$ cat config.mk
export PLATFORM = sky130hd
export DESIGN_NAME = ibf_ram
export DESIGN_NICKNAME = d
export VERILOG_FILES = /design/src/rtl/assert_macros.svh /design/src/rtl/ibf_ram.sv
export SDC_FILE = /design/constraint.sdc
export NUM_CORES = 1
export LEC_CHECK = 0
export CORE_ASPECT_RATIO = 1.5
export CORE_MARGIN = 5
export CORE_UTILIZATION = 60
export CTS_CLUSTER_DIAMETER = 200
export DETAILED_ROUTE_END_ITERATION = 10
export DONT_BUFFER_PORTS = 1
export HOLD_SLACK_MARGIN = 0.08
export PLACE_DENSITY_LB_ADDON = 0.2
export SLEW_MARGIN = 20
export SYNTH_ARGS = -nofsm -noshare
export SYNTH_HDL_FRONTEND = slang
export SYNTH_SLANG_ARGS = --single-unit
$ cat constraint.sdc
create_clock -name clk -period 1.9 [get_ports clk]
set_input_delay 0.095 -clock clk [delete_from_list [all_inputs] [get_ports clk]]
set_output_delay 0.095 -clock clk [all_outputs]
set_load 0.01 [all_outputs]
$ cat src/rtl/assert_macros.svh
// Assertion macros shared by the RTL.
`ifndef ASSERT_MACROS_SVH
`define ASSERT_MACROS_SVH
// Implication checked on every clock edge outside reset.
`define ASSERT_IMP(label, clk, rst_n, a, c) \
    label: assert property (@(posedge clk) disable iff (!rst_n) (a) |-> (c)) \
        else $error("assertion failed");
// Next-cycle implication checked outside reset.
`define ASSERT_NXT(label, clk, rst_n, a, c) \
    label: assert property (@(posedge clk) disable iff (!rst_n) (a) |=> (c)) \
        else $error("assertion failed");
`endif

$ cat src/rtl/ibf_ram.sv
// Generic single-port-write, registered-read RAM.
`default_nettype none
module ibf_ram #(
    parameter int Width = 8,
    parameter int Depth = 16
) (
    input  wire logic                     clk,
    input  wire logic                     we,
    input  wire logic [$clog2(Depth)-1:0] waddr,
    input  wire logic [Width-1:0]         wdata,
    input  wire logic [$clog2(Depth)-1:0] raddr,
    output logic      [Width-1:0]         rdata
);
    logic [Width-1:0] mem [Depth];

    always_ff @(posedge clk)
    begin
        if (we)
        begin
            mem[waddr] <= wdata;
        end
        rdata <= mem[raddr];
    end
endmodule
`default_nettype wire

# Word-level counts from Yosys, hierarchy flattened
# Memories as Yosys holds them, arrays and structs flattened. A register that Yosys moved wholly into a read port is not among the register bits.
# Cells that the tools add are included.
# totals
regBits,0
ramBits,128
inputBits,18
out_inout_bits,8
n_memories,1
# op_classes
mux,2
# memory_table
name,depth,word_bits,rd,rd_clocked_by_memory_dff,write_ports,line,text
mem,16,8,1,1,1,ibf_ram.sv:14,logic [Width-1:0] mem [Depth];
# ops
operator,n
two-way mux 1 bit,2

# Logic depth before layout (Yosys ltp)
# Gate-level depths: netlist (run 1).
# logic_depth
word_depth,2
ltp_mapped,5

# Worst setup path before layout (run 1)
# OpenSTA, ideal clock, no wires.
# synth_path
path_type,input to register
start,in waddr[2]
end,mem mem[0][0] (enable)
arrival_time_ns,1.205
slack_ns,0.312
stages,2
n_path_buf,0
cell_sequence,or3b_2 nor3_1
# synth_lines
item,line,text
from (decl),ibf_ram.sv:9,"input wire logic [$clog2(Depth)-1:0] waddr,"
to (decl),ibf_ram.sv:14,
# No word-level cell before the write port.

==> reports/qor.csv, run 1 <==
metric;value;unit
Yosys cell types;19;
hold_buf cts;15;
vias;2501;
leakage dissipation;0.002069;uW
Yosys reg bits;136;
Layout area overhead;19.13;%
final setup fails;0;
clock latency on the worst-skew pair;0.41;ns
die width;85.63;um
initial core utilization;61.18;%
Post-layout nets;289;
Routability Congestion;0.8241;
pwr/cell area;1169;nW/um^2
Clock power frac;48.9;%
register area;4004;sq um
Net Sw Frac;18.10;%
worst-margin pin slew;0.7350;ns
Syn Nets;247;
startpoint types;flip-flop;
Ant. Diodes;0;
Clk Tree Root Cell;clkbuf_16;
CTS H-tree lvls;4;
Num CTS Buffers;17;
cells after synthesis;229;
gr usage total;21.71;%
I/O pins;26;
largest net degree at the start of global routing;31;
layout cells sized above 1;22.54;%
multi-input logic area;1057;sq um
Worst setup EP type;flip-flop;
Fin Clk Skew;0.004356;ns
combinational share of power;3.8;%
Routed WL;10.40;mm
RSZ-0062 raised after global routing;false;
worst-path cell chain;mux4_1, dlygate4sd3_1, a22oi_1, nand2_1;
DP HPWL;6.133;mm
max-slew violation count;0;
DRC violations left;0;
Sum Neg Setup Slack;0;ns
Internal;5872;uW
f_max;562.4;MHz
port bufs;0;
sequential power share;47.3;%
core area;8413;sq um
average wire per standard cell;26.61;um
Peak VDD IR;882.2;uV
post-cts sizing count;0;
first-pass GRT wire length;15.76;mm
average size of a mapped cell;22.48;sq um
Rel. slew slack;50.84;%
mapped cell area;5147;sq um
Final min period;1.778;ns
switching power;1298;uW
max_cap viols;0;
Row Count;41;
setup bufs post-CTS;0;
CTS tree;yes;
outcome;finished clean;
register area share after synthesis;77.78;%
filler cell count;485;
full die area;10570;sq um
Die Height;123.4;um
via density per instance;6.396;
Critical Path AT;2.06;ns
Iter 0 DRT Violations;312;
period utilization;93.58;%
CTS Sinks;136;
antenna violations before repair;0;
Post-DRT Antenna Nets;0;
Crit Path Max Fanout;1;
post-route total power;7170;uW
Yosys warning count;0;
Reg clk slew, reported paths;0.05;ns
clk buf depth;2;
critical path type;flip-flop to flip-flop;
slowest CP cell;dlygate4sd3_1;
Worst EP required;2.19;ns
GRT overflow;0;
Hold Vio Cnt, Final;0;
vias in the first global route;2553;
hold crit path type;input pin to flip-flop;
Critical Path Max Stage Delay;0.56;ns
TritonRoute pass-1 iters;5;
-- critical path: cells and delay by family (launching register included) --
family,cells,cell delay [ns]
mux,1,0.48
compound gates,1,0.18
simple gates,1,0.07
flops,1,0.37
buf+inv,1,0.56
-- power by group through the flow --
stage               combinational, uW  sequential, uW  clock, uW
finish                            270            3390       3510
global route                      290            3400       3700
CTS                               269            3390       3550
detailed placement                180            3450          0
global placement                  173            3450          0
floorplan                         170            3440          0
-- final cells by class --
class	count	share of cell area, %
clock buffer	23	7.631
timing repair buffer	33	4.856
multi-input combinational	83	17.24
tap	107	2.183
sequential	136	65.29
clock inverter	9	2.795
-- registers in the layout, summed over array words and instances, names as in the netlist --
name / flops
rdata: 8
mem: 128
-- cell usage after synthesis (all sizes together) --
| master | instances | area (sq um) |
|---|---|---|
| dfxtp | 8 | 160.2 |
| a22oi | 16 | 120.1 |
| nand3 | 1 | 5.000 |
| nand3b | 2 | 15.01 |
| nand2 | 9 | 33.78 |
| mux4 | 32 | 773.2 |
| nor2 | 13 | 48.80 |
| edfxtp | 128 | 3844 |
| nor3 | 4 | 20.02 |
| nor2b | 1 | 6.260 |
| nand2b | 2 | 12.51 |
| clkdlybuf4s25 | 3 | 30.03 |
| and2 | 1 | 6.260 |
| or3b | 1 | 8.760 |
| and2b | 1 | 7.510 |
| buf | 7 | 56.30 |
-- metal layers --
layer  wire length (um)  vias up  track usage, %
met5                  0        -               0
met4                130        0           7.327
met3                687       12           7.067
met2               5649      129           36.82
met1               3936     1298           26.39
li1                   -     1062               -
-- cells by family after synthesis --
| kind of cell | count (synthesis) | synth area share [%] |
|---|---|---|
| simple gates | 35 | 3.184 |
| mux | 32 | 15.02 |
| compound gates | 16 | 2.334 |
| flops | 136 | 77.78 |
| buf+inv | 10 | 1.677 |
-- per-stage QoR --
stage                     std cells  hold slack, ns  util [%]  area (sq um)  worst slack [ns]
final                           391         0.09105     72.89          6132            0.1220
after global routing            391         0.08717     72.89          6132           0.03711
after CTS                       390         0.08099     72.77          6122           0.09776
after detailed placement        343          0.1948     63.27          5323            0.5134
after global placement          343          0.1949     63.27          5323            0.5497
after floorplan                 229          0.1939         -          5147            0.3121
-- worst paths after layout --
check	slack [ns]	end	cells after the start	from
worst max-delay path	0.12	rdata[1]$_DFF_P_	4	mem[8][1]$_DFFE_PP_
worst min-delay path	0.09	rdata[7]$_DFF_P_	3	raddr[1]
worst max register to register	0.12	rdata[1]$_DFF_P_	4	mem[8][1]$_DFFE_PP_
worst min register to register	0.68	rdata[0]$_DFF_P_	3	mem[14][0]$_DFFE_PP_
-- cell usage in the layout (no fill, tap or decap) --
master           n
clkbuf_8         2
nand3_1          1
clkbuf_16       17
edfxtp_1       128
nand2b_1         2
dlygate4sd3_1   15
nor3_1           4
buf_4           17
bufinv_16        5
nor2b_1          1
clkinv_2         2
clkinvlp_4       1
and2_1           1
nor2_1          13
clkinv_1         1
nand3b_1         2
a22oi_1         16
or3b_2           1
and2b_1          1
clkbuf_1         4
dfxtp_1          8
mux4_1          14
nand2_1          9
mux4_2          18
buf_12           1
(Power assumes the default switching activity.)
==> inputs of run 2 (changes only) <==
--- a/config.mk
+++ b/config.mk
@@ -6,8 +6,9 @@
 export NUM_CORES = 1
 export LEC_CHECK = 0
 export CORE_ASPECT_RATIO = 1.5
-export CORE_MARGIN = 5
+export CORE_MARGIN = 1
 export CORE_UTILIZATION = 60
+export CTS_BUF_LIST = sky130_fd_sc_hd__clkbuf_8
 export CTS_CLUSTER_DIAMETER = 200
 export DETAILED_ROUTE_END_ITERATION = 10
 export DONT_BUFFER_PORTS = 1
==> run 2 against run 1 <==
Final cell count increased by 0.77%. Non-clock buffer count increased by 3. Sequential power about the same. Fmax increased by 1.5%. Count of clock-buffer cells in the layout decreased by 6. Clock skew increased by 0.0038 ns. Via count decreased by 3.5%. Die area decreased by 15%. Critical path type unchanged. Largest power group is now sequential cells.
==> reports/qor.csv, run 2 (synthesis gave the netlist of run 1 again) <==
metric;value;unit
port bufs;0;
Critical Path Max Stage Delay;0.57;ns
Routed WL;9.269;mm
Fin Clk Skew;0.008138;ns
reg2reg start;mem[10][6]$_DFFE_PP_;
period utilization;92.23;%
Placement Cell Area;5315;sq um
Row Count;41;
reg2reg setup slack;0.15;ns
startpoint types;flip-flop;
max_cap viols;0;
CTS tree;yes;
CTS Sinks;136;
f_max;570.6;MHz
via density per instance;6.124;
Crit Path Max Fanout;1;
outcome;finished clean;
DRC violations left;0;
worst-margin pin slew;0.6771;ns
reg2reg end;rdata[6]$_DFF_P_;
hold path startpoint;raddr[3];
vias;2413;
Post-layout nets;292;
clock latency on the worst-skew pair;0.43;ns
gr usage total;24.02;%
Clk Tree Root Cell;clkbuf_8;
max reg flops;128;
Die Height;115.4;um
GRT overflow;0;
clk buf depth;2;
commonest non-fill, non-tap cell in the layout;edfxtp_1;
Post-DRT Antenna Nets;0;
hold crit path type;input pin to flip-flop;
R2R depth;4;
final setup fails;0;
Num CTS Buffers;17;
die width;77.63;um
antenna violations before repair;0;
Critical Path AT;2.07;ns
Peak VDD IR;755.6;uV
largest net degree at the start of global routing;33;
vias in the first global route;2533;
Worst EP required;2.22;ns
TritonRoute pass-1 iters;4;
leakage dissipation;0.001976;uW
worst-path cell chain;mux4_2, dlygate4sd3_1, a22oi_1, nand2_1;
Layout area overhead;15.17;%
Worst setup EP type;flip-flop;
most frequent cells in the layout;edfxtp_1, mux4_2, dlygate4sd3_1;
max-slew violation count;0;
setup bufs post-CTS;0;
WHS Path Cells;3;
initial core utilization;61.56;%
Largest regs;mem: 128 flops, rdata: 8 flops;
filler cell count;479;
critical path type;flip-flop to flip-flop;
layout cells sized above 1;22.65;%
post-cts sizing count;0;
CTS H-tree lvls;4;
average wire per standard cell;23.53;um
Sum Neg Setup Slack;0;ns
Hold Vio Cnt, Final;0;
final instance area;5928;sq um
hold_buf cts;20;
Reg clk slew, reported paths;0.07;ns
slowest CP cell;dlygate4sd3_1;
first-pass GRT wire length;14.43;mm
Iter 0 DRT Violations;192;
Top reg by flops;mem;
Rel. slew slack;54.76;%
Ant. Diodes;0;
Routability Congestion;0.7710;
RSZ-0062 raised after global routing;false;
DP HPWL;5.828;mm
pwr/cell area;1005;nW/um^2
Final min period;1.752;ns
core area;8362;sq um
I/O pins;26;
full die area;8961;sq um
hold endpoint;rdata[6]$_DFF_P_;
-- run 2: through the flow --
step | util [%] | hold slack [ns] | instances | setup WS (ns) | power, uW
6_report | 70.90 | 0.1266 | 394 | 0.1476 | 5959
3_3_place_gp | 63.56 | 0.1945 | 342 | 0.5842 | 3622
5_1_grt | 70.90 | 0.1309 | 394 | 0.07047 | 6162
3_5_place_dp | 63.56 | 0.1945 | 342 | 0.5643 | 3631
4_1_cts | 70.90 | 0.09449 | 394 | 0.1512 | 6017
2_1_floorplan | - | 0.1939 | 229 | 0.3121 | 3610
-- run 2: how the worst max path moves through the flow --
stage / start / end / slack [ns]
2_1_floorplan: waddr[2] / mem[0][0]$_DFFE_PP_ / 0.31
3_3_place_gp: mem[1][0]$_DFFE_PP_ / rdata[0]$_DFF_P_ / 0.58
3_5_place_dp: mem[0][0]$_DFFE_PP_ / rdata[0]$_DFF_P_ / 0.56
4_1_cts: mem[15][7]$_DFFE_PP_ / rdata[7]$_DFF_P_ / 0.15
5_1_grt: mem[10][6]$_DFFE_PP_ / rdata[6]$_DFF_P_ / 0.07
6_report: mem[10][6]$_DFFE_PP_ / rdata[6]$_DFF_P_ / 0.15
-- run 2: critical path, delay by kind of cell, from the launching register on --
kind	cells	cell delay [ns]
compound gates	1	0.16
simple gates	1	0.08
buf+inv	1	0.57
flops	1	0.38
mux	1	0.46
-- run 2: final cells by class --
class	count	area, sq um	area share, %
clock buffers	17	234.0	3.947
repair buffers	36	340.3	5.741
multi-input cells	83	1057	17.83
clock inverters	15	158.9	2.680
well taps	107	133.9	2.258
flip-flops and latches	136	4004	67.54
-- run 2: where the power goes --
| group | total (uW) | leakage (uW) | internal [uW] | switching [uW] |
|---|---|---|---|---|
| Sequential | 3390 | 0.00122 | 3350 | 33.9 |
| Combinational | 280 | 0.000553 | 135 | 145 |
| Clock | 2290 | 0.000199 | 1270 | 1020 |
-- run 2: layer usage --
layer	GRT usage, %	routed length (um)	part of all wire [%]
met1	28.91	3381	36
met2	39.06	4949	53
met3	7.874	724	7.8
met4	12.70	213	2.3
met5	0	0	0
