<file path="src/rtl/assert_macros.svh">
// Assertion macros shared by the RTL.
`ifndef ASSERT_MACROS_SVH
`define ASSERT_MACROS_SVH
// Implication checked on every clock edge outside reset.
`define ASSERT_IMP(label, clk, rst_n, a, c) \
    label: assert property (@(posedge clk) disable iff (!rst_n) (a) |-> (c)) \
        else $error("assertion failed");
// Next-cycle implication checked outside reset.
`define ASSERT_NXT(label, clk, rst_n, a, c) \
    label: assert property (@(posedge clk) disable iff (!rst_n) (a) |=> (c)) \
        else $error("assertion failed");
`endif

</file>
<file path="src/rtl/ibf_pkg.sv">
// Types and constants of the invertible Bloom filter.
`default_nettype none
package ibf_pkg;
    localparam int KeyBits = 32;
    localparam int CtrBits = 8;
    localparam int CellBits = KeyBits + KeyBits * CtrBits;

    typedef enum logic [1:0] {
        CMD_ADD    = 2'd0,
        CMD_REMOVE = 2'd1,
        CMD_TEST   = 2'd2,
        CMD_READ   = 2'd3
    } cmd_t;

    typedef enum logic [2:0] {
        ST_CLEAR,
        ST_IDLE,
        ST_HASH,
        ST_READ,
        ST_MODIFY,
        ST_OUT
    } state_t;
endpackage
`default_nettype wire

</file>
<file path="src/rtl/ibf_cell_alu.sv">
// Cell update and cell status logic.
`default_nettype none
module ibf_cell_alu (
    input  wire logic [ibf_pkg::CellBits-1:0] cell_in,
    input  wire logic [ibf_pkg::KeyBits-1:0]  key,
    input  wire logic                         sub,
    output logic      [ibf_pkg::CellBits-1:0] cell_new,
    output logic                              zero,
    output logic                              is_pure,
    output logic      [ibf_pkg::KeyBits-1:0]  pkey
);
    import ibf_pkg::*;

    logic [KeyBits-1:0] cnt;

    assign cnt = cell_in[KeyBits-1:0];

    // count in the low word, bit counter i above it
    always_comb
    begin
        logic [CtrBits-1:0] b;
        logic [CtrBits-1:0] d;
        cell_new[KeyBits-1:0] = sub ? cnt - KeyBits'(1) : cnt + KeyBits'(1);
        is_pure = (cnt != '0);
        for (int i = 0; i < KeyBits; i++)
        begin
            b = cell_in[KeyBits + i*CtrBits +: CtrBits];
            d = {{(CtrBits-1){1'b0}}, key[i]};
            cell_new[KeyBits + i*CtrBits +: CtrBits] = sub ? b - d : b + d;
            pkey[i] = (b != '0);
            if (b != '0 && {{(KeyBits-CtrBits){b[CtrBits-1]}}, b} != cnt)
            begin
                is_pure = 1'b0;
            end
        end
        zero = (cnt == '0) && (pkey == '0);
    end
endmodule
`default_nettype wire

</file>
<file path="config.mk">
export PLATFORM = sky130hd
export DESIGN_NAME = ibf_cell_alu
export DESIGN_NICKNAME = d
export VERILOG_FILES = /design/src/rtl/assert_macros.svh /design/src/rtl/ibf_pkg.sv /design/src/rtl/ibf_cell_alu.sv
export SDC_FILE = /design/constraint.sdc
export NUM_CORES = 1
export LEC_CHECK = 0
export ABC_AREA = 1
export BUFFER_PORTS_ARGS = -buffer_cell sky130_fd_sc_hd__buf_2
export CELL_PAD_IN_SITES_DETAIL_PLACEMENT = 0
export CELL_PAD_IN_SITES_GLOBAL_PLACEMENT = 1
export CORE_AREA = 5 5 245 247
export DETAILED_ROUTE_END_ITERATION = 8
export DIE_AREA = 0 0 250 252
export GPL_ROUTABILITY_DRIVEN = 0
export PLACE_DENSITY_LB_ADDON = 0.05
export SETUP_SLACK_MARGIN = 0.2
export SYNTH_ARGS = -nofsm -noshare
export SYNTH_HDL_FRONTEND = slang
export SYNTH_SLANG_ARGS = --single-unit
</file>
<file path="constraint.sdc">
create_clock -name vclk -period 3.5
set_input_delay 0.875 -clock vclk [all_inputs]
set_output_delay 0.875 -clock vclk [all_outputs]
set_load 0.1 [all_outputs]
</file>
# Word level (Yosys, flattened, before mapping)
# Index checks and enable logic that the tools add are counted.
[totals] ff_bits=0 out_inout_bits=322 elab_cells=231
[op_classes] addsub=66 eq_ne=32 muxes=65 n_reduce_logical=68
[op_table] cell="!= test 32 bit" count=32
[op_table] cell="adder 8 x 1 -> 8 bit" count=32
[op_table] cell="2-to-1 mux 8 bit" count=32
[op_table] cell="nonzero test 8 bit" count=32
[op_table] cell="subtractor 8 x 1 -> 8 bit" count=32
[op_table] cell="logical NOT 32 bit" count=2
[op_table] cell="logical AND 1 bit" count=33
[op_table] cell="adder 32 x 1 -> 32 bit, second input constant" count=1
[op_table] cell="2-to-1 mux 1 bit" count=32
[op_table] cell="2-to-1 mux 32 bit" count=1
[op_table] cell="nonzero test 32 bit" count=1
[op_table] cell="subtractor 32 x 1 -> 32 bit, second input constant" count=1

# Logic depth before layout (Yosys ltp)
# Gate-level depths: netlist (run 1).
[logic_depth] word_depth=34 ltp_mapped=16 mapped_depth_nobuf=14

# Least setup slack after synthesis (run 1)
# Ideal clock, no wire load.
[synth_timing] path_kind="input -> output" from="input cell_in[0] in the netlist's numbering" to="output cell_new[26] in the netlist's numbering" arrival_ns=4.252 t_required_ns=2.625 setup_slack_ns=-1.627 path_stages=10 path_cell_list="buf_6 > inv_1 > fa_1 > o21ai_1 > nand2_1 > nand2_1 > nand3_1 > nand2_1 > a21oi_1 > xnor2_1"
[synth_between] elab_chain_len=2 elab_cells_between_ends=3 cone_classes="add/sub (2); mux (1)"
[synth_lines] item="start, declared" line_no="ibf_cell_alu.sv:4" source="input wire logic [ibf_pkg::CellBits-1:0] cell_in,"
[synth_lines] item="adder 32 x 1 -> 32 bit / subtractor 32 x 1 -> 32 bit (equally long branches)" line_no="ibf_cell_alu.sv:23" source="cell_new[KeyBits-1:0] = sub ? cnt - KeyBits'(1) : cnt + KeyBits'(1);"
[synth_lines] item="2-to-1 mux 32 bit (*)" line_no="ibf_cell_alu.sv:23"
[synth_lines] item="end, declared" line_no="ibf_cell_alu.sv:7" source="output logic [ibf_pkg::CellBits-1:0] cell_new,"
# Every way passes the cells marked *; elsewhere a longest branch is shown, timed or not.

# Final worst setup path (run 1)
[layout_timing] from="input sub" to="output cell_new[246] in the netlist's numbering"
[layout_between] elab_chain_len=1
[layout_lines] item="start, declared" line_no="ibf_cell_alu.sv:6" source="input wire logic sub,"
[layout_lines] item="2-to-1 mux 8 bit" line_no="ibf_cell_alu.sv:29" source="cell_new[KeyBits + i*CtrBits +: CtrBits] = sub ? b - d : b + d;"
# Every way passes these cells.

==> results of run 1 <==
==> kinds of logic (layout without fill, tap and decap cells) <==
group,after synthesis,in the layout,synth area share [%]
buf+inv,430,1788,12.0
simple gates,1015,1015,27.0
fa+ha+maj,287,287,24.6
xor+xnor,438,438,24.6
other cells,0,24,0
compound gates,356,356,11.8
==> final cells by class <==
cell class | instances | area [um2]
Fill cell | 4595 | 19000
Tap cell | 765 | 957
Timing Repair Buffer | 1403 | 13800
Antenna cell | 24 | 60.1
Multi-Input combinational cell | 2096 | 22000
Timing Repair inverter | 1 | 11.3
Inverter | 384 | 1520
==> critical path, cell delays in order <==
cell,delay [ps]
sky130_fd_sc_hd__buf_12,150
sky130_fd_sc_hd__clkinv_16,120
sky130_fd_sc_hd__buf_12,180
sky130_fd_sc_hd__buf_12,130
sky130_fd_sc_hd__nand2_8,60
sky130_fd_sc_hd__buf_4,120
sky130_fd_sc_hd__inv_1,50
sky130_fd_sc_hd__fa_2,370
sky130_fd_sc_hd__o21ai_4,190
sky130_fd_sc_hd__a21oi_2,90
sky130_fd_sc_hd__o21ai_2,210
sky130_fd_sc_hd__xor2_4,180
sky130_fd_sc_hd__buf_12,190
==> routing by layer <==
layer | GRT usage (%) | up-vias
met4 | 8.19 | 20
met3 | 4.47 | 149
met1 | 33.1 | 10700
met5 | 0 | -
met2 | 52.8 | 655
li1 | - | 10800
==> cells in the mapped netlist, drive strengths merged, types with 33 or more instances <==
master	instances
fa	33
xor2	283
o21ai	139
nand2	642
ha	254
buf	45
nand4	41
xnor2	155
a21oi	196
nand3	50
nor4	73
inv	384
nor2	188
==> through the flow <==
step | setup WS (ps) | cells
finish | -310 | 4673
floorplan | -811 | 2526
CTS | -263 | 4636
global placement | -563 | 4570
global route | -373 | 4668
detailed placement | -566 | 4570
==> path summary, 6_finish.rpt <==
| kind | cells after the start | to | from | slack [ps] |
|---|---|---|---|---|
| worst max-delay path | 13 | cell_new[246] | sub | -310 |
| worst min-delay path | 5 | cell_new[216] | cell_in[216] | 2330 |
==> power groups by stage <==
stage	sequential (mW)	combinational, mW	clock, mW
after floorplan	0	8.41	0
after global placement	0	13.4	0
after detailed placement	0	13.5	0
after CTS	0	13.9	0
after global routing	0	14.5	0.000000727
final	0	14.0	0.000000919
==> repair_timing <==
item | in CTS | in global routing
hold endpoints to repair | 0 | 0
gates resized for setup | 274 | 99
endpoints found under the setup margin | 237 | 217
setup buffers | 63 | 13
cloned | 3 | 0
pin swaps | 241 | 38
==> flow_results.xml, run 1 <==
<?xml version="1.0" encoding="UTF-8"?>
<metrics>
  <group name="run_status">
    <metric name="run_status" unit="">finished, violations left</metric>
    <metric name="failed_checks" unit="">negative setup slack</metric>
  </group>
  <group name="synthesis">
    <metric name="synth-seq-area-share" unit="%">0</metric>
    <metric name="yosys_warnings" unit="">0</metric>
    <metric name="syn-num-nets" unit="">3134</metric>
    <metric name="syn_inst" unit="">2526</metric>
    <metric name="post_synth.cell_area_avg" unit="um2">6.18</metric>
    <metric name="synth_top_cell_area_share" unit="%">20.4</metric>
    <metric name="mappedNetlistArea" unit="mm2">0.0156</metric>
    <metric name="cell_types_occupying_the_most_area_after_synthesis" unit="">sky130_fd_sc_hd__ha_1 20%, sky130_fd_sc_hd__xor2_1 16%, sky130_fd_sc_hd__nand2_1 15%</metric>
    <metric name="post_synth_cell_types" unit="">37</metric>
    <metric name="synth.largest_area_cell" unit="">sky130_fd_sc_hd__ha_1</metric>
  </group>
  <group name="clock_tree">
    <metric name="cts_hold_repair.buffers" unit="">0</metric>
  </group>
  <group name="layout">
    <metric name="sequential_cell_area" unit="um2">0</metric>
    <metric name="layout.cells.most_common_list" unit="">662 x sky130_fd_sc_hd__buf_4, 481 x sky130_fd_sc_hd__nand2_1, 356 x sky130_fd_sc_hd__buf_2, 351 x sky130_fd_sc_hd__inv_1, 298 x sky130_fd_sc_hd__buf_12</metric>
    <metric name="finish.instance_area" unit="mm2">0.0384</metric>
    <metric name="seq_cells" unit="">0</metric>
    <metric name="drive_gt1_share" unit="%">59.8</metric>
    <metric name="layout.clock_buffers" unit="">0</metric>
    <metric name="area_growth" unit="%">146</metric>
    <metric name="nets" unit="">4494</metric>
    <metric name="mostFrequentLayoutCell" unit="">sky130_fd_sc_hd__buf_4</metric>
    <metric name="finish.utilization" unit="%">66.9</metric>
  </group>
  <group name="critical_path">
    <metric name="timing.critical_path.required" unit="ps">2620</metric>
    <metric name="path_max_fanout" unit="">7</metric>
    <metric name="setup.worst_path.class" unit="">in -&gt; out</metric>
    <metric name="setup.worst_path.end_class" unit="">output port</metric>
    <metric name="critical_path.startpoint_type" unit="">input pin</metric>
    <metric name="timing.critical_path.arrival" unit="ps">2940</metric>
  </group>
  <group name="route">
    <metric name="antenna_violating_nets_post_route" unit="">0</metric>
    <metric name="drt_wl_total" unit="um">94200</metric>
    <metric name="met2RoutedLength" unit="um">49100</metric>
    <metric name="met3WireLength" unit="um">5570</metric>
    <metric name="initial_drt_markers" unit="">1093</metric>
    <metric name="remaining_drc_errors" unit="">0</metric>
    <metric name="met1_length" unit="um">36200</metric>
    <metric name="detailroute.via_count" unit="">22300</metric>
    <metric name="avgRoutedWirePerCell" unit="um">20.2</metric>
    <metric name="drt_first_pass_iters" unit="">8</metric>
    <metric name="via_density" unit="">4.77</metric>
    <metric name="top_layer_used" unit="">met5</metric>
  </group>
  <group name="global_routing">
    <metric name="residual_overflow_from_global_routing" unit="">0</metric>
    <metric name="wire_length_of_the_first_global_routing_pass" unit="um">140000</metric>
    <metric name="grt_antenna_before_repair" unit="">38</metric>
    <metric name="largest_net_degree_at_the_start_of_global_routing" unit="">23</metric>
    <metric name="groute.usage.overall" unit="%">28.1</metric>
    <metric name="grt_pass1_vias" unit="">23400</metric>
  </group>
  <group name="die">
    <metric name="placeableCoreArea" unit="mm2">0.0574</metric>
    <metric name="die_footprint" unit="mm2">0.0630</metric>
    <metric name="io_pins" unit="">643</metric>
    <metric name="floorplan.die.height" unit="um">252</metric>
    <metric name="initial_utilization" unit="%">27.2</metric>
    <metric name="die_w" unit="um">250</metric>
    <metric name="rows" unit="">88</metric>
  </group>
  <group name="sta">
    <metric name="final_max_slew_viol_count" unit="">0</metric>
    <metric name="setup_viol" unit="">123</metric>
    <metric name="fin_crit_sh" unit="%">109</metric>
    <metric name="clock.fmax" unit="MHz">262</metric>
    <metric name="timing_worst_slew_pin_value" unit="ps">573</metric>
    <metric name="finalCriticalPeriod" unit="ps">3810</metric>
    <metric name="totalNegativeSetupSlack" unit="ps">-17190</metric>
    <metric name="rsz0062_at_grt" unit="">yes</metric>
    <metric name="timing.final.hold_violations" unit="">0</metric>
    <metric name="post-route-worst-setup-slack" unit="ps">-310</metric>
    <metric name="holdWs" unit="ps">2330</metric>
    <metric name="relative_max_transition_margin" unit="%">62.1</metric>
  </group>
  <group name="pwr">
    <metric name="power_frac_clock" unit="%">0</metric>
    <metric name="p_total" unit="mW">14.0</metric>
    <metric name="seq_power_share" unit="%">0</metric>
    <metric name="switching_power" unit="mW">8.67</metric>
    <metric name="switching_share_of_total_power" unit="%">61.9</metric>
    <metric name="p_comb_share" unit="%">100.0</metric>
    <metric name="largest_vdd_supply_drop" unit="V">0.000426</metric>
    <metric name="internal_power" unit="mW">5.33</metric>
    <metric name="power.density" unit="mW/mm2">365</metric>
    <metric name="p_leak" unit="nW">17.9</metric>
  </group>
  <group name="job">
    <metric name="drv_cap" unit="">0</metric>
  </group>
  <group name="placement">
    <metric name="dp_hpwl" unit="um">81500</metric>
    <metric name="post_place_cell_area" unit="mm2">0.0358</metric>
    <metric name="port_buffers" unit="">643</metric>
  </group>
  <group name="min_path">
    <metric name="hold_class" unit="">in -&gt; out</metric>
  </group>
</metrics>
Power figures use the tool's default switching activity.
==> run 2: changes to the inputs <==
CELL_PAD_IN_SITES_DETAIL_PLACEMENT = 1   (was 0)
==> flow_results.xml, run 2 (synthesis results as in run 1) <==
<?xml version="1.0" encoding="UTF-8"?>
<metrics>
  <group name="pwr">
    <metric name="switching_share_of_total_power" unit="%">63.9</metric>
    <metric name="p_total" unit="mW">15.3</metric>
    <metric name="power.density" unit="mW/mm2">388</metric>
    <metric name="p_leak" unit="nW">18.2</metric>
    <metric name="largest_vdd_supply_drop" unit="V">0.000416</metric>
    <metric name="p_comb_share" unit="%">100.0</metric>
    <metric name="power_frac_clock" unit="%">0</metric>
    <metric name="switching_power" unit="mW">9.80</metric>
    <metric name="seq_power_share" unit="%">0</metric>
    <metric name="internal_power" unit="mW">5.52</metric>
  </group>
  <group name="route">
    <metric name="drt_first_pass_iters" unit="">5</metric>
    <metric name="drt_wl_total" unit="um">163000</metric>
    <metric name="via_density" unit="">5.91</metric>
    <metric name="remaining_drc_errors" unit="">0</metric>
    <metric name="antenna_violating_nets_post_route" unit="">0</metric>
    <metric name="avgRoutedWirePerCell" unit="um">34.3</metric>
    <metric name="initial_drt_markers" unit="">2300</metric>
    <metric name="detailroute.via_count" unit="">28000</metric>
  </group>
  <group name="critical_path">
    <metric name="critical_path.startpoint_type" unit="">input pin</metric>
    <metric name="peak_per_stage_delay_on_the_critical_path" unit="ps">390</metric>
    <metric name="cell_breakdown_of_the_critical_path" unit="">buf_16 -&gt; buf_16 -&gt; ha_4 -&gt; buf_4 -&gt; nand4_1 -&gt; nor3_1 -&gt; buf_4 -&gt; a21oi_4 -&gt; nor2_2 -&gt; nand2_1 -&gt; nand2_2 -&gt; xor2_4 -&gt; buf_12</metric>
    <metric name="path_max_fanout" unit="">8</metric>
    <metric name="timing.critical_path.required" unit="ps">2620</metric>
    <metric name="worstSetupStartpoint" unit="">sub</metric>
    <metric name="setup.worst_path.class" unit="">in -&gt; out</metric>
    <metric name="timing.critical_path.arrival" unit="ps">3530</metric>
    <metric name="critPathSlowestCell" unit="">sky130_fd_sc_hd__nor2_2</metric>
    <metric name="setup.worst_path.end_class" unit="">output port</metric>
  </group>
  <group name="sta">
    <metric name="setup_viol" unit="">182</metric>
    <metric name="clock.fmax" unit="MHz">227</metric>
    <metric name="final_max_slew_viol_count" unit="">0</metric>
    <metric name="relative_max_transition_margin" unit="%">56.0</metric>
    <metric name="post-route-worst-setup-slack" unit="ps">-907</metric>
    <metric name="totalNegativeSetupSlack" unit="ps">-45440</metric>
    <metric name="holdWs" unit="ps">2350</metric>
    <metric name="timing_worst_slew_pin_value" unit="ps">657</metric>
    <metric name="rsz0062_at_grt" unit="">yes</metric>
    <metric name="timing.final.hold_violations" unit="">0</metric>
    <metric name="finalCriticalPeriod" unit="ps">4410</metric>
    <metric name="fin_crit_sh" unit="%">126</metric>
  </group>
  <group name="global_routing">
    <metric name="wire_length_of_the_first_global_routing_pass" unit="um">180000</metric>
    <metric name="grt_pass1_vias" unit="">28300</metric>
    <metric name="largest_net_degree_at_the_start_of_global_routing" unit="">23</metric>
    <metric name="grt_antenna_before_repair" unit="">51</metric>
    <metric name="groute.usage.overall" unit="%">36.8</metric>
    <metric name="residual_overflow_from_global_routing" unit="">0</metric>
  </group>
  <group name="placement">
    <metric name="port_buffers" unit="">643</metric>
    <metric name="dp_hpwl" unit="um">95400</metric>
    <metric name="numPlacedInstances" unit="">4570</metric>
    <metric name="post_place_cell_area" unit="mm2">0.0358</metric>
    <metric name="dpl_worst_slack" unit="ps">-632</metric>
  </group>
  <group name="layout">
    <metric name="nets" unit="">4530</metric>
    <metric name="layout.cells.most_common_list" unit="">684 x sky130_fd_sc_hd__buf_4, 452 x sky130_fd_sc_hd__nand2_1, 352 x sky130_fd_sc_hd__buf_2, 347 x sky130_fd_sc_hd__inv_1, 301 x sky130_fd_sc_hd__buf_12</metric>
    <metric name="sequential_cell_area" unit="um2">0</metric>
    <metric name="mostFrequentLayoutCell" unit="">sky130_fd_sc_hd__buf_4</metric>
    <metric name="seq_cells" unit="">0</metric>
    <metric name="finish.instance_area" unit="mm2">0.0395</metric>
    <metric name="instances_no_fill" unit="">4735</metric>
    <metric name="area_growth" unit="%">153</metric>
    <metric name="drive_gt1_share" unit="%">62.4</metric>
    <metric name="finish.utilization" unit="%">68.8</metric>
    <metric name="layout.clock_buffers" unit="">0</metric>
  </group>
  <group name="die">
    <metric name="die_w" unit="um">250</metric>
    <metric name="floorplan.die.height" unit="um">252</metric>
    <metric name="rows" unit="">88</metric>
    <metric name="placeableCoreArea" unit="mm2">0.0574</metric>
    <metric name="io_pins" unit="">643</metric>
    <metric name="die_footprint" unit="mm2">0.0630</metric>
    <metric name="initial_utilization" unit="%">27.2</metric>
  </group>
  <group name="run_status">
    <metric name="failed_checks" unit="">negative setup slack</metric>
    <metric name="run_status" unit="">finished, violations left</metric>
  </group>
  <group name="min_path">
    <metric name="hold_class" unit="">in -&gt; out</metric>
    <metric name="holdCritStartpoint" unit="">cell_in[208]</metric>
  </group>
  <group name="job">
    <metric name="drv_cap" unit="">0</metric>
  </group>
  <group name="clock_tree">
    <metric name="cts_hold_repair.buffers" unit="">0</metric>
  </group>
</metrics>
==> run 2: worst paths after layout <==
check / slack [ps] / cells after the start / to
min: 2350 / 5 / cell_new[208]
max: -910 / 13 / cell_new[24]
==> run 2: layout make-up <==
| class | instances | area (um2) |
|---|---|---|
| Multi-Input combinational cell | 2096 | 22600 |
| Fill cell | 6137 | 17900 |
| Timing Repair Buffer | 1439 | 14200 |
| Inverter | 384 | 1540 |
| Tap cell | 765 | 957 |
| Antenna cell | 50 | 125 |
| Timing Repair inverter | 1 | 11.3 |
==> run 2: worst max-delay path, delay by kind of cell <==
kind / cells / cell delay, ps
AO/OA/AOI/OAI: 1 / 70
XOR/XNOR: 1 / 220
adder cells (fa/ha/maj): 1 / 330
buffers and inverters: 5 / 870
AND/OR/NAND/NOR: 5 / 1150
==> run 2: power groups by stage <==
stage	Combinational (mW)	Clock (mW)	Sequential, mW
finish	15.3	0.00000188	0
global route	15.5	0.00000157	0
CTS	14.1	0	0
detailed placement	13.7	0	0
global placement	13.4	0	0
floorplan	8.41	0	0
==> run 2: repair_timing <==
| item | 4_1_cts | 5_1_grt |
|---|---|---|
| cloned | 3 | 3 |
| setup buffers | 55 | 54 |
| gates resized for setup | 265 | 289 |
| pin swaps | 219 | 152 |
| setup endpoints to repair | 239 | 224 |
==> run 2: routing by layer <==
metal  wire [um]  track usage, %  vias to the layer above
met5          80               0                        -
met4       20400            20.7                       10
met3       16800            7.18                     1286
met2       76400            69.7                     2321
met1       48900            37.8                    13500
li1            -               -                    10900
==> run 3: changes to the inputs <==
BUFFER_PORTS_ARGS = -buffer_cell sky130_fd_sc_hd__buf_4   (was -buffer_cell sky130_fd_sc_hd__buf_2)
CORE_AREA = default   (was 5 5 245 247)
CORE_ASPECT_RATIO = 0.6   (was default)
CORE_MARGIN = 5   (was default)
CORE_UTILIZATION = 31   (was default)
DIE_AREA = default   (was 0 0 250 252)
==> flow_results.xml, run 3 <==
<?xml version="1.0" encoding="UTF-8"?>
<metrics>
  <group name="run_status">
    <metric name="run_status" unit="">aborted with a tool error</metric>
    <metric name="stage_at_which_the_run_stopped" unit="">clock tree synthesis</metric>
    <metric name="error_that_ended_the_run" unit="">[ERROR DPL-0033] detailed placement checks failed during check placement.</metric>
  </group>
  <group name="synthesis">
    <metric name="mappedNetlistArea" unit="mm2">0.0156</metric>
    <metric name="yosys_warnings" unit="">0</metric>
    <metric name="synth.largest_area_cell" unit="">sky130_fd_sc_hd__ha_1</metric>
    <metric name="syn_inst" unit="">2526</metric>
    <metric name="synth_top_cell_area_share" unit="%">20.4</metric>
    <metric name="post_synth.cell_area_avg" unit="um2">6.18</metric>
    <metric name="synth_most_common_cell" unit="">sky130_fd_sc_hd__nand2_1</metric>
    <metric name="synthTopCellsByCount" unit="">641 x sky130_fd_sc_hd__nand2_1, 379 x sky130_fd_sc_hd__inv_1, 283 x sky130_fd_sc_hd__xor2_1</metric>
    <metric name="post_synth_cell_types" unit="">37</metric>
    <metric name="cell_types_occupying_the_most_area_after_synthesis" unit="">sky130_fd_sc_hd__ha_1 20%, sky130_fd_sc_hd__xor2_1 16%, sky130_fd_sc_hd__nand2_1 15%</metric>
    <metric name="syn-num-nets" unit="">3134</metric>
    <metric name="synth-seq-area-share" unit="%">0</metric>
  </group>
  <group name="placement">
    <metric name="dp_hpwl" unit="um">101000</metric>
    <metric name="port_buffers" unit="">643</metric>
  </group>
  <group name="die">
    <metric name="initial_utilization" unit="%">31.5</metric>
    <metric name="rows" unit="">63</metric>
    <metric name="die_w" unit="um">300</metric>
    <metric name="io_pins" unit="">643</metric>
    <metric name="floorplan.die.height" unit="um">184</metric>
  </group>
  <group name="clock_tree">
    <metric name="cts.repair.resized" unit="">1051</metric>
    <metric name="cts_hold_repair.buffers" unit="">0</metric>
    <metric name="post_cts_buffers" unit="">49</metric>
  </group>
</metrics>
run 3: logic make-up after synthesis:
kind of cell	Yosys count	synth area share, %
compound gates	356	11.8
xor+xnor	438	24.6
fa+ha+maj	287	24.6
buf+inv	430	12.0
simple gates	1015	27.0
run 3: stage by stage:
stage / instances / worst slack (ps) / TNS (ps) / hold WS, ps / cell area [um2]
2_1_floorplan: 2526 / -811 / -57330 / 2010 / 22700
3_3_place_gp: 4443 / -552 / -42970 / 2240 / 33300
3_5_place_dp: 4443 / -761 / -60080 / 2250 / 33300
==> run 4: changes to the inputs <==
CELL_PAD_IN_SITES_DETAIL_PLACEMENT = default   (was 1)
CELL_PAD_IN_SITES_GLOBAL_PLACEMENT = default   (was 1)
CORE_AREA = 5 5 249 251   (was default)
CORE_ASPECT_RATIO = default   (was 0.6)
CORE_MARGIN = default   (was 5)
CORE_UTILIZATION = default   (was 31)
DIE_AREA = 0 0 254 256   (was default)
PLACE_DENSITY_LB_ADDON = 0.15   (was 0.05)
SETUP_SLACK_MARGIN = default   (was 0.2)
clock period = 4.5 ns   (was 3.5 ns; I/O delays follow)
==> flow_results.xml, run 4 (synthesis results as in run 1) <==
<?xml version="1.0" encoding="UTF-8"?>
<metrics>
  <group name="sta">
    <metric name="fin_crit_sh" unit="%">99.4</metric>
    <metric name="final_max_slew_viol_count" unit="">0</metric>
    <metric name="finalCriticalPeriod" unit="ps">4480</metric>
    <metric name="clock.fmax" unit="MHz">223</metric>
    <metric name="holdWs" unit="ps">2710</metric>
    <metric name="timing.final.hold_violations" unit="">0</metric>
    <metric name="totalNegativeSetupSlack" unit="ps">0</metric>
    <metric name="timing_worst_slew_pin_value" unit="ps">559</metric>
    <metric name="relative_max_transition_margin" unit="%">62.4</metric>
    <metric name="setup_viol" unit="">0</metric>
    <metric name="rsz0062_at_grt" unit="">yes</metric>
  </group>
  <group name="die">
    <metric name="io_pins" unit="">643</metric>
    <metric name="floorplan.die.height" unit="um">256</metric>
    <metric name="rows" unit="">90</metric>
    <metric name="initial_utilization" unit="%">26.2</metric>
    <metric name="die_w" unit="um">254</metric>
    <metric name="placeableCoreArea" unit="mm2">0.0597</metric>
    <metric name="die_footprint" unit="mm2">0.0650</metric>
  </group>
  <group name="route">
    <metric name="drt_wl_total" unit="um">88200</metric>
    <metric name="drt_first_pass_iters" unit="">5</metric>
    <metric name="antenna_violating_nets_post_route" unit="">0</metric>
    <metric name="remaining_drc_errors" unit="">0</metric>
    <metric name="met3WireLength" unit="um">6250</metric>
    <metric name="met2RoutedLength" unit="um">44700</metric>
    <metric name="top_layer_used" unit="">met5</metric>
    <metric name="detailroute.via_count" unit="">21100</metric>
    <metric name="met1_length" unit="um">34600</metric>
    <metric name="via_density" unit="">4.79</metric>
    <metric name="avgRoutedWirePerCell" unit="um">20.1</metric>
    <metric name="initial_drt_markers" unit="">886</metric>
  </group>
  <group name="min_path">
    <metric name="hold_class" unit="">in -&gt; out</metric>
  </group>
  <group name="layout">
    <metric name="mostFrequentLayoutCell" unit="">sky130_fd_sc_hd__buf_4</metric>
    <metric name="layout.clock_buffers" unit="">0</metric>
    <metric name="nets" unit="">4208</metric>
    <metric name="area_growth" unit="%">88.6</metric>
    <metric name="seq_cells" unit="">0</metric>
    <metric name="layout.cells.most_common_list" unit="">1023 x sky130_fd_sc_hd__buf_4, 601 x sky130_fd_sc_hd__nand2_1, 377 x sky130_fd_sc_hd__inv_1, 221 x sky130_fd_sc_hd__ha_1, 176 x sky130_fd_sc_hd__nor2_1</metric>
    <metric name="finish.instance_area" unit="mm2">0.0295</metric>
    <metric name="drive_gt1_share" unit="%">43.0</metric>
    <metric name="finish.utilization" unit="%">49.4</metric>
    <metric name="sequential_cell_area" unit="um2">0</metric>
  </group>
  <group name="clock_tree">
    <metric name="cts_hold_repair.buffers" unit="">0</metric>
  </group>
  <group name="global_routing">
    <metric name="residual_overflow_from_global_routing" unit="">0</metric>
    <metric name="largest_net_degree_at_the_start_of_global_routing" unit="">32</metric>
    <metric name="groute.usage.overall" unit="%">25.4</metric>
    <metric name="grt_pass1_vias" unit="">21700</metric>
    <metric name="grt_antenna_before_repair" unit="">19</metric>
    <metric name="wire_length_of_the_first_global_routing_pass" unit="um">129000</metric>
  </group>
  <group name="placement">
    <metric name="port_buffers" unit="">643</metric>
    <metric name="post_place_cell_area" unit="mm2">0.0279</metric>
    <metric name="dp_hpwl" unit="um">75600</metric>
  </group>
  <group name="job">
    <metric name="drv_cap" unit="">0</metric>
  </group>
  <group name="run_status">
    <metric name="run_status" unit="">finished clean</metric>
  </group>
  <group name="critical_path">
    <metric name="critPathSlowestCell" unit="">sky130_fd_sc_hd__fa_1</metric>
    <metric name="critical_path_buf_inv_count" unit="">8</metric>
    <metric name="timing.critical_path.required" unit="ps">3380</metric>
    <metric name="setup.worst_path.class" unit="">in -&gt; out</metric>
    <metric name="timing.critical_path.arrival" unit="ps">3350</metric>
    <metric name="worst_path_dominant_cell_family" unit="">buffers and inverters</metric>
    <metric name="critical_path.startpoint_type" unit="">input pin</metric>
    <metric name="peak_per_stage_delay_on_the_critical_path" unit="ps">440</metric>
    <metric name="setup.worst_path.end_class" unit="">output port</metric>
    <metric name="path_max_fanout" unit="">8</metric>
    <metric name="path_common_cell" unit="">sky130_fd_sc_hd__buf_6</metric>
    <metric name="cell_breakdown_of_the_critical_path" unit="">buf_6 -&gt; inv_8 -&gt; buf_6 -&gt; buf_12 -&gt; nand2_2 -&gt; buf_4 -&gt; inv_1 -&gt; fa_1 -&gt; o21ai_2 -&gt; a21oi_1 -&gt; o21ai_1 -&gt; buf_4 -&gt; xor2_4 -&gt; buf_6</metric>
  </group>
  <group name="pwr">
    <metric name="largest_vdd_supply_drop" unit="V">0.000376</metric>
    <metric name="power.density" unit="mW/mm2">298</metric>
    <metric name="p_total" unit="mW">8.78</metric>
    <metric name="p_leak" unit="nW">14.8</metric>
  </group>
</metrics>
run 4: path summary, 6_finish.rpt:
path | start | end | slack [ps] | cells after the start
setup / recovery | sub | cell_new[270] | 20 | 14
hold / removal | key[19] | cell_new[184] | 2710 | 4
run 4: final cells by class:
type	instances	area, um2
Antenna cell	12	30.0
Fill cell	5909	30200
Tap cell	782	978
Multi-Input combinational cell	2096	17600
Timing Repair Buffer	1118	9360
Inverter	384	1460
run 4: metal layers:
metal | vias up | GRT usage [%]
li1 | 10200 | -
met1 | 10000 | 30.9
met2 | 719 | 46.6
met3 | 128 | 3.92
met4 | 14 | 6.55
met5 | - | 0
run 4: where the power goes:
part             total, mW  switching [mW]  internal (mW)
combinational         8.78            6.07           2.72
sequential               0               0              0
clock          0.000000358               0    0.000000358
total                 8.78            6.07           2.72
run 4: metrics by stage:
step                      setup slack, ps  std cells
final                                24.8       4392
after global placement               -190       4372
after detailed placement             -153       4372
after CTS                           -4.18       4375
after floorplan                      -364       2526
after global routing                -43.3       4389
run 4: repair_timing:
action                                  in CTS  in global routing
setup buffers                                2                  6
resized for setup                          146                239
endpoints found under the setup margin      59                 88
pin swaps                                   18                 49
gates cloned                                 1                  0
run 4: worst min-delay path, delay by kind of cell:
kind       cells  cell delay (ps)
buf+inv        3              350
fa+ha+maj      1              110
